==> src/hdl/grid_dfs_step_walker_macros.svh <==
`ifndef GRID_DFS_STEP_WALKER_MACROS_SVH
`define GRID_DFS_STEP_WALKER_MACROS_SVH

// same-cycle implication, off while reset is high
`define GDW_ASSERT_NOW(label, ante, cons) \
  label: assert property (@(posedge clk) disable iff (rst) (ante) |-> (cons)) \
    else $error("gdw: invariant violated");

// implication in the next cycle, off while reset is high
`define GDW_ASSERT_NEXT(label, ante, cons) \
  label: assert property (@(posedge clk) disable iff (rst) (ante) |=> (cons)) \
    else $error("gdw: sequence violated");

`endif

==> src/hdl/gdw_pkg.sv <==
`default_nettype none

package gdw_pkg;

  localparam int GRID_WIDTH_DEF  = 32;
  localparam int GRID_HEIGHT_DEF = 16;

  localparam int OP_W  = 2;
  localparam int IDX_W = 9;
  localparam int SX_W  = 5;
  localparam int SY_W  = 4;
  localparam int OUT_W = 9;
  localparam int DIR_W = 3;

  localparam logic [OP_W-1:0] OP_LOAD  = 2'd0;
  localparam logic [OP_W-1:0] OP_START = 2'd1;
  localparam logic [OP_W-1:0] OP_NEXT  = 2'd2;

  // neighbour order tried by the walk, then the exhausted mark
  localparam logic [DIR_W-1:0] DIR_N   = 3'd0;
  localparam logic [DIR_W-1:0] DIR_S   = 3'd1;
  localparam logic [DIR_W-1:0] DIR_W_  = 3'd2;
  localparam logic [DIR_W-1:0] DIR_E   = 3'd3;
  localparam logic [DIR_W-1:0] DIR_END = 3'd4;

  typedef enum logic [1:0] {
    RD_LOAD  = 2'd0,
    RD_START = 2'd1,
    RD_NB    = 2'd2
  } rd_sel_t;

  typedef struct packed {
    logic    cap;
    logic    clr_open;
    logic    clr_vis;
    logic    clr_step;
    rd_sel_t rd_sel;
    logic    ld_commit;
    logic    st_init;
    logic    st_commit;
    logic    dir_init;
    logic    dir_inc;
    logic    push_commit;
    logic    pop_issue;
    logic    pop_load;
    logic    finish;
    logic    out_load;
  } gdw_cmd_t;

  typedef struct packed {
    logic ld_in_range;
    logic clr_last;
    logic done_cond;
    logic dir_end;
    logic depth_one;
    logic nb_in_range;
    logic nb_free;
    logic unv_zero;
    logic out_free;
  } gdw_status_t;

endpackage

`default_nettype wire

==> src/hdl/gdw_ctrl.sv <==
`default_nettype none

module gdw_ctrl (
  input  wire logic                          clk,
  input  wire logic                          rst,
  input  wire logic                          in_valid,
  input  wire logic [gdw_pkg::OP_W-1:0]      opcode,
  input  wire gdw_pkg::gdw_status_t          status,
  output logic                               in_ready,
  output gdw_pkg::gdw_cmd_t                  cmd
);

  typedef enum logic [11:0] {
    S_CLEAR  = 12'b0000_0000_0001,
    S_IDLE   = 12'b0000_0000_0010,
    S_LD_RD  = 12'b0000_0000_0100,
    S_LD_WR  = 12'b0000_0000_1000,
    S_ST_CLR = 12'b0000_0001_0000,
    S_ST_RD  = 12'b0000_0010_0000,
    S_ST_EV  = 12'b0000_0100_0000,
    S_NX_CHK = 12'b0000_1000_0000,
    S_NX_RD  = 12'b0001_0000_0000,
    S_NX_EV  = 12'b0010_0000_0000,
    S_POP_LD = 12'b0100_0000_0000,
    S_OUT    = 12'b1000_0000_0000
  } state_t;

  state_t state, state_next;

  always_ff @(posedge clk) begin
    if (rst) begin
      state <= S_CLEAR;
    end else begin
      state <= state_next;
    end
  end

  always_comb begin
    state_next = state;
    cmd        = '0;
    cmd.rd_sel = gdw_pkg::RD_NB;
    in_ready   = 1'b0;
    case (state)
      S_CLEAR: begin
        // wipe both cell maps once after reset
        cmd.clr_open = 1'b1;
        cmd.clr_vis  = 1'b1;
        cmd.clr_step = 1'b1;
        if (status.clr_last) state_next = S_IDLE;
      end
      S_IDLE: begin
        in_ready = 1'b1;
        if (in_valid) begin
          cmd.cap = 1'b1;
          case (opcode)
            gdw_pkg::OP_LOAD: begin
              if (status.ld_in_range) state_next = S_LD_RD;
            end
            gdw_pkg::OP_START: state_next = S_ST_CLR;
            gdw_pkg::OP_NEXT:  state_next = S_NX_CHK;
            default:           state_next = S_IDLE;
          endcase
        end
      end
      S_LD_RD: begin
        cmd.rd_sel = gdw_pkg::RD_LOAD;
        state_next = S_LD_WR;
      end
      S_LD_WR: begin
        cmd.ld_commit = 1'b1;
        state_next    = S_IDLE;
      end
      S_ST_CLR: begin
        cmd.clr_vis  = 1'b1;
        cmd.clr_step = 1'b1;
        if (status.clr_last) state_next = S_ST_RD;
      end
      S_ST_RD: begin
        cmd.rd_sel  = gdw_pkg::RD_START;
        cmd.st_init = 1'b1;
        state_next  = S_ST_EV;
      end
      S_ST_EV: begin
        if (status.unv_zero) begin
          cmd.finish = 1'b1;
        end else begin
          cmd.st_commit = 1'b1;
        end
        state_next = S_OUT;
      end
      S_NX_CHK: begin
        if (status.done_cond) begin
          cmd.finish = 1'b1;
          state_next = S_OUT;
        end else begin
          cmd.dir_init = 1'b1;
          state_next   = S_NX_RD;
        end
      end
      S_NX_RD: begin
        if (status.dir_end) begin
          // all directions tried: backtrack to the parent, or finish at the root
          if (status.depth_one) begin
            cmd.finish = 1'b1;
            state_next = S_OUT;
          end else begin
            cmd.pop_issue = 1'b1;
            state_next    = S_POP_LD;
          end
        end else if (!status.nb_in_range) begin
          cmd.dir_inc = 1'b1;
        end else begin
          state_next = S_NX_EV;
        end
      end
      S_NX_EV: begin
        if (status.nb_free) begin
          cmd.push_commit = 1'b1;
          state_next      = S_OUT;
        end else begin
          cmd.dir_inc = 1'b1;
          state_next  = S_NX_RD;
        end
      end
      S_POP_LD: begin
        cmd.pop_load = 1'b1;
        state_next   = S_OUT;
      end
      S_OUT: begin
        if (status.out_free) begin
          cmd.out_load = 1'b1;
          state_next   = S_IDLE;
        end
      end
      default: state_next = S_CLEAR;
    endcase
  end

endmodule

`default_nettype wire

==> config.mk <==
export PLATFORM = sky130hd
export DESIGN_NAME = gdw_ctrl
export DESIGN_NICKNAME = d
export VERILOG_FILES = /design/src/hdl/grid_dfs_step_walker_macros.svh /design/src/hdl/gdw_pkg.sv /design/src/hdl/gdw_ctrl.sv
export SDC_FILE = /design/constraint.sdc
export NUM_CORES = 1
export LEC_CHECK = 0
export BUFFER_PORTS_ARGS = -buffer_cell sky130_fd_sc_hd__buf_2
export CAP_MARGIN = 20
export CORE_MARGIN = 2
export CORE_UTILIZATION = 45
export DETAILED_ROUTE_END_ITERATION = 12
export GPL_TIMING_DRIVEN = 0
export PLACE_DENSITY = 0.77
export SLEW_MARGIN = 25
export SYNTH_ARGS = -nofsm -noshare
export SYNTH_HDL_FRONTEND = slang
export SYNTH_SLANG_ARGS = --single-unit
==> constraint.sdc <==
create_clock -name clk -period 3.6 [get_ports clk]
set_input_delay 0.72 -clock clk [delete_from_list [all_inputs] [get_ports clk]]
set_output_delay 0.72 -clock clk [all_outputs]
set_load 0.1 [all_outputs]
==> flow_metrics.py, run 1 <==
metrics = {
    "worst_setup_path": {
        "criticalPathCategory": "flip-flop to primary output",
        "crit_required_ps": 2880,
        "startpoint_type": "flip-flop",
        "path_cells": "buf_6 > or4_1 > buf_2 > or3_1 > buf_2 > or3_4 > o32ai_4 > a41o_1 > buf_12",
        "setup.worst_path.start": "state[4]",
        "cp.arrival_ps": 2770,
        "slowest_stage": "or4_1",
        "critPathMaxStageDelay_ps": 510,
        "cp_max_fo": 10,
        "crit_top_cell": "buf_2",
        "worst_setup_path_end_kind": "primary output",
        "timing.rr.start": "state[4]",
    },
    "timing": {
        "finalHoldViolations": 0,
        "worst_pin_slew_ps": 748,
        "timing.fmax_mhz": 286,
        "min_period_ps": 3490,
        "slew_headroom_pct": 49.7,
        "finalMaxSlewViolations": 0,
        "rsz0062_at_grt": "no",
        "setup_ws_ps": 109,
        "skew_ps": 0.985,
        "min_period_over_period_pct": 97.0,
        "setup_viol": 0,
    },
    "cts": {
        "numCtsBuffers": 3,
        "clkTransAtPathRegs_ps": 80,
        "cts_root_buffer": "clkbuf_4",
        "clk_latency_ps": 270,
        "cts_setup_buffers": 0,
        "cts_buffer_depth": 2,
        "cts.sinks": 12,
        "cts_tree": "yes",
        "htreeDepth": 1,
    },
    "grt": {
        "grt_pass1_wl_um": 4360,
        "antenna_found_initial": 0,
        "grt_max_degree": 11,
        "track_usage_pct": 22.4,
        "gr-total-overflow": 0,
        "grt_pass1_vias": 985,
    },
    "detailed_routing": {
        "wl_um": 2600,
        "viasPerCell": 5.90,
        "drtIter0Drc": 35,
        "drt_drc_violations_left": 0,
        "wire_per_inst_um": 14.3,
        "ant_nets": 0,
        "dr_total_vias": 1074,
        "drt_pass1_iterations": 4,
    },
    "placed_design": {
        "portBuffers": 29,
        "placed_area_um2": 1170,
        "dp_hpwl_um": 1990,
        "gp_congestion": 0.838,
        "place_ws_ps": 126,
    },
    "synthesis": {
        "synth_edf_count": 0,
        "avgSynthCellArea_um2": 7.78,
        "ys.flop_type": "dfxtp_1",
        "synth_area_leader_cell": "dfxtp_1",
        "syn-num-nets": 136,
        "syn-instance-count": 122,
        "yosysSeqAreaShare_pct": 25.3,
        "synth_area_um2": 950,
        "synthTopCellsByArea": "dfxtp_1, nor4_1, nor3_1",
        "ys_types": 41,
        "yosysWarnings": 0,
        "ys_seq_elements": 12,
        "yosys.area.top_type_share_pct": 25.3,
        "synth-async-reset-ratio_pct": 0,
    },
    "min_path": {
        "min_path_type": "input pin to flip-flop",
        "worstHoldStart": "opcode[0]",
    },
    "cells_and_area": {
        "fin_area_um2": 1250,
        "layout_common_cells": "buf_2, dfxtp_1, nor4_1",
        "final_common_cell": "buf_2",
        "fillCellCount": 163,
        "drive_above_1_share_pct": 37.4,
        "syn_to_final_growth_pct": 31.5,
        "antenna_cells": 0,
        "finalNetCount": 170,
        "largest_reg_flops": 12,
        "largest_register": "state",
        "top_regs": "state (12)",
        "post-route-util_pct": 63.0,
    },
    "floorplan": {
        "rows": 16,
        "die_h_um": 49.9,
        "die_area_um2": 2490,
        "die_w_um": 49.9,
        "io_pins": 31,
        "initial_core_util_pct": 47.9,
        "coreArea_um2": 1980,
    },
    "power_and_ir_drop": {
        "peakVddDrop_mv": 0.623,
        "power_uw": 769,
        "cellPowerDensity_nw_per_um2": 616,
        "p_leak_uw": 0.000528,
    },
    "status": {
        "status": "finished, final reports clean",
    },
    "flow_run": {
        "cap_viol_max_count": 0,
    },
}
[worst max-delay path, delay by kind of cell (launching register included)]
kind / cells / cell delay, ps
compound gates: 2 / 300
buf+inv: 4 / 650
flops: 1 / 310
simple gates: 3 / 1240
[layer usage]
layer  share of wire (%)  vias up  track usage, %  wire length [µm]
met5                   0        -               0                 0
met4                 1.0        0            6.48                27
met3                 5.1        6            2.73               132
li1                    -      535               -                 -
met1                  45      503            29.3              1170
met2                  49       30            38.2              1270
[Yosys cell counts (2+ instances only)]
cell / instances
xnor2_1: 2
and4_1: 3
or4b_2: 4
nor3_1: 11
buf_2: 2
inv_1: 4
or3b_2: 2
nor4_1: 11
a21oi_1: 4
or3_4: 2
o21ai_0: 4
xor2_1: 2
dfxtp_1: 12
or4_1: 4
nand2b_1: 4
o32ai_1: 3
nor2_1: 5
nand2_1: 8
or3_1: 2
clkbuf_1: 6
buf_4: 2
nand3_1: 2
and2_1: 5
[logic make-up after synthesis]
group | share of synthesized area [%]
flops | 25.3
buf+inv | 7.77
xor+xnor | 3.69
simple gates | 45.9
compound gates | 17.4
[repair_timing]
item	CTS	global route
gates resized for setup	6	3
gates cloned	0	0
endpoints found under the setup margin	2	2
hold buffers	0	0
pin swaps	0	1
[cell type report]
cell class	count	area, µm²	share of cell area [%]
flip-flops and latches	12	240	19.2
repair buffers	29	166	13.3
plain buffers	11	58.8	4.71
inverters	4	15.0	1.20
well taps	27	33.8	2.71
multi-input cells	95	698	55.9
clock buffers	4	36.3	2.91
[metrics by stage]
step	cells	TNS, ps	hold WS, ps
floorplan	122	-503	602
global placement	178	0	650
detailed placement	178	0	665
CTS	182	0	652
global route	182	0	648
finish	182	0	660
[power by group]
part           switching, µW  internal, µW  total, µW  leakage, µW
Combinational            374           127        500     0.000410
Sequential              13.7           145        158    0.0000972
Clock                   49.1          61.4        111    0.0000210
Total                    437           333        769     0.000528
[path summary, 6_finish.rpt]
| kind | end | slack (ps) | depth (start not counted) |
|---|---|---|---|
| setup / recovery | cmd[1] | 110 | 9 |
| hold / removal | state[7] | 660 | 2 |
| hold reg to reg | state[3] | 690 | 2 |
| setup reg to reg | state[0] | 1140 | 8 |
No activity file was read; power rests on OpenSTA's default activity.
==> inputs of run 2 (changes only) <==
==> constraint.sdc (replaced) <==
create_clock -name clk -period 3.6 [get_ports clk]
set_input_delay 0.36 -clock clk [delete_from_list [all_inputs] [get_ports clk]]
set_output_delay 0.36 -clock clk [all_outputs]
set_load 0.1 [all_outputs]
==> flow_metrics.py, run 2 (same netlist as run 1, synthesis figures left out) <==
metrics = {
    "placed_design": {
        "gp_congestion": 0.841,
        "dp_hpwl_um": 2010,
        "portBuffers": 29,
        "place_ws_ps": 520,
    },
    "detailed_routing": {
        "wl_um": 2620,
        "viasPerCell": 6.02,
        "drt_drc_violations_left": 0,
        "drt_pass1_iterations": 4,
        "ant_nets": 0,
        "dr_total_vias": 1095,
        "drtIter0Drc": 40,
        "wire_per_inst_um": 14.4,
    },
    "floorplan": {
        "coreArea_um2": 1980,
        "die_h_um": 49.9,
        "rows": 16,
        "initial_core_util_pct": 47.9,
        "die_area_um2": 2490,
        "die_w_um": 49.9,
        "io_pins": 31,
    },
    "status": {
        "status": "finished, final reports clean",
    },
    "worst_setup_path": {
        "rr_endpoint": "state[11]",
        "criticalPathCategory": "flip-flop to primary output",
        "crit_top_cell": "buf_2",
        "cp_max_fo": 10,
        "critPathMaxStageDelay_ps": 530,
        "r2r_slack_ps": 1100,
        "reg2regPathDepth": 8,
        "cp_top_family": "simple AND/OR/NAND/NOR gates",
        "path_depth": 9,
        "slowest_stage": "or4_1",
        "startpoint_type": "flip-flop",
        "cp.arrival_ps": 3090,
        "endpoint": "cmd[1]",
        "setup.worst_path.start": "state[4]",
        "path_cells": "buf_6 > or4_1 > buf_2 > or3_1 > buf_2 > or3_4 > o32ai_1 > a41o_1 > buf_2",
        "crit_required_ps": 3240,
        "timing.rr.start": "state[4]",
        "worst_setup_path_end_kind": "primary output",
        "worst-path-buf-inv": 4,
    },
    "timing": {
        "worst_pin_slew_ps": 805,
        "timing.fmax_mhz": 290,
        "fin_hold_ws_ps": 275,
        "slew_headroom_pct": 45.9,
        "skew_ps": 1.76,
        "setup_viol": 0,
        "setup_ws_ps": 151,
        "rsz0062_at_grt": "no",
        "setup_tns_ps": 0,
        "finalHoldViolations": 0,
        "min_period_ps": 3450,
        "finalMaxSlewViolations": 0,
        "min_period_over_period_pct": 95.8,
    },
    "grt": {
        "grt_max_degree": 11,
        "track_usage_pct": 22.8,
        "grt_pass1_vias": 959,
        "antenna_found_initial": 0,
        "grtUsageMet3_pct": 5.45,
        "grt_pass1_wl_um": 4290,
        "grt-busiest-layer": "met2",
        "met2_usage_pct": 36.9,
        "gr-total-overflow": 0,
        "grtUsageMet1_pct": 26.8,
    },
    "cells_and_area": {
        "final_common_cell": "buf_2",
        "antenna_cells": 0,
        "drive_above_1_share_pct": 34.2,
        "top_regs": "state (12)",
        "largest_register": "state",
        "layout_common_cells": "buf_2, dfxtp_1, nor4_1, nor3_1, nand2_1",
        "finalNetCount": 170,
        "largest_reg_flops": 12,
        "syn_to_final_growth_pct": 25.0,
    },
    "cts": {
        "cts_setup_buffers": 0,
        "htreeDepth": 1,
        "cts_tree": "yes",
        "cts_buffer_depth": 2,
        "cts_resized": 0,
        "clk_latency_ps": 290,
        "numCtsBuffers": 3,
        "clkTransAtPathRegs_ps": 80,
        "cts.sinks": 12,
        "cts_root_buffer": "clkbuf_4",
        "hold_buffers": 0,
    },
    "power_and_ir_drop": {
        "peakVddDrop_mv": 0.567,
        "p_leak_uw": 0.000515,
        "power_uw": 762,
        "cellPowerDensity_nw_per_um2": 642,
    },
    "min_path": {
        "min_path_type": "input pin to flip-flop",
    },
    "flow_run": {
        "cap_viol_max_count": 0,
    },
}
-- run 2: how the worst min path moves through the flow --
stage,start,endpoint,slack (ps),cells after the start
4_1_cts,opcode[0],state[7],260,2
6_report,opcode[0],state[7],280,2
3_5_place_dp,opcode[0],state[7],580,2
2_1_floorplan,opcode[0],state[7],440,1
5_1_grt,opcode[0],state[7],270,2
3_3_place_gp,opcode[0],state[7],580,2
-- run 2: cell type report --
class / count / area (µm²)
buffer: 11 / 58.8
timing repair buffer: 29 / 145
sequential: 12 / 240
fill: 194 / 795
clock buffer: 4 / 36.3
tap: 27 / 33.8
inverter: 4 / 15.0
multi-input combinational: 95 / 658
-- run 2: report_power, final --
part / switching (µW) / internal, µW / total (µW)
clock network: 55.0 / 61.8 / 117
registers: 12.4 / 145 / 157
logic: 369 / 119 / 488
total: 437 / 325 / 762
-- run 2: layer usage --
layer | vias up | part of all wire [%]
met1 | 509 | 42
met4 | 0 | 2.9
met3 | 8 | 6.3
met5 | - | 0
li1 | 535 | -
met2 | 43 | 48
-- run 2: through the flow --
step,cell area (µm²),utilization [%],std cells
2_1_floorplan,972,-,122
3_3_place_gp,1150,58.1,178
3_5_place_dp,1150,58.1,178
4_1_cts,1190,59.9,182
5_1_grt,1190,59.9,182
6_report,1190,59.9,182
-- run 2: worst reg2reg max path, delay by kind of cell (launching register included) --
family / cells / cell delay (ps)
buf+inv: 3 / 460
simple gates: 3 / 1260
flops: 1 / 310
compound gates: 2 / 400
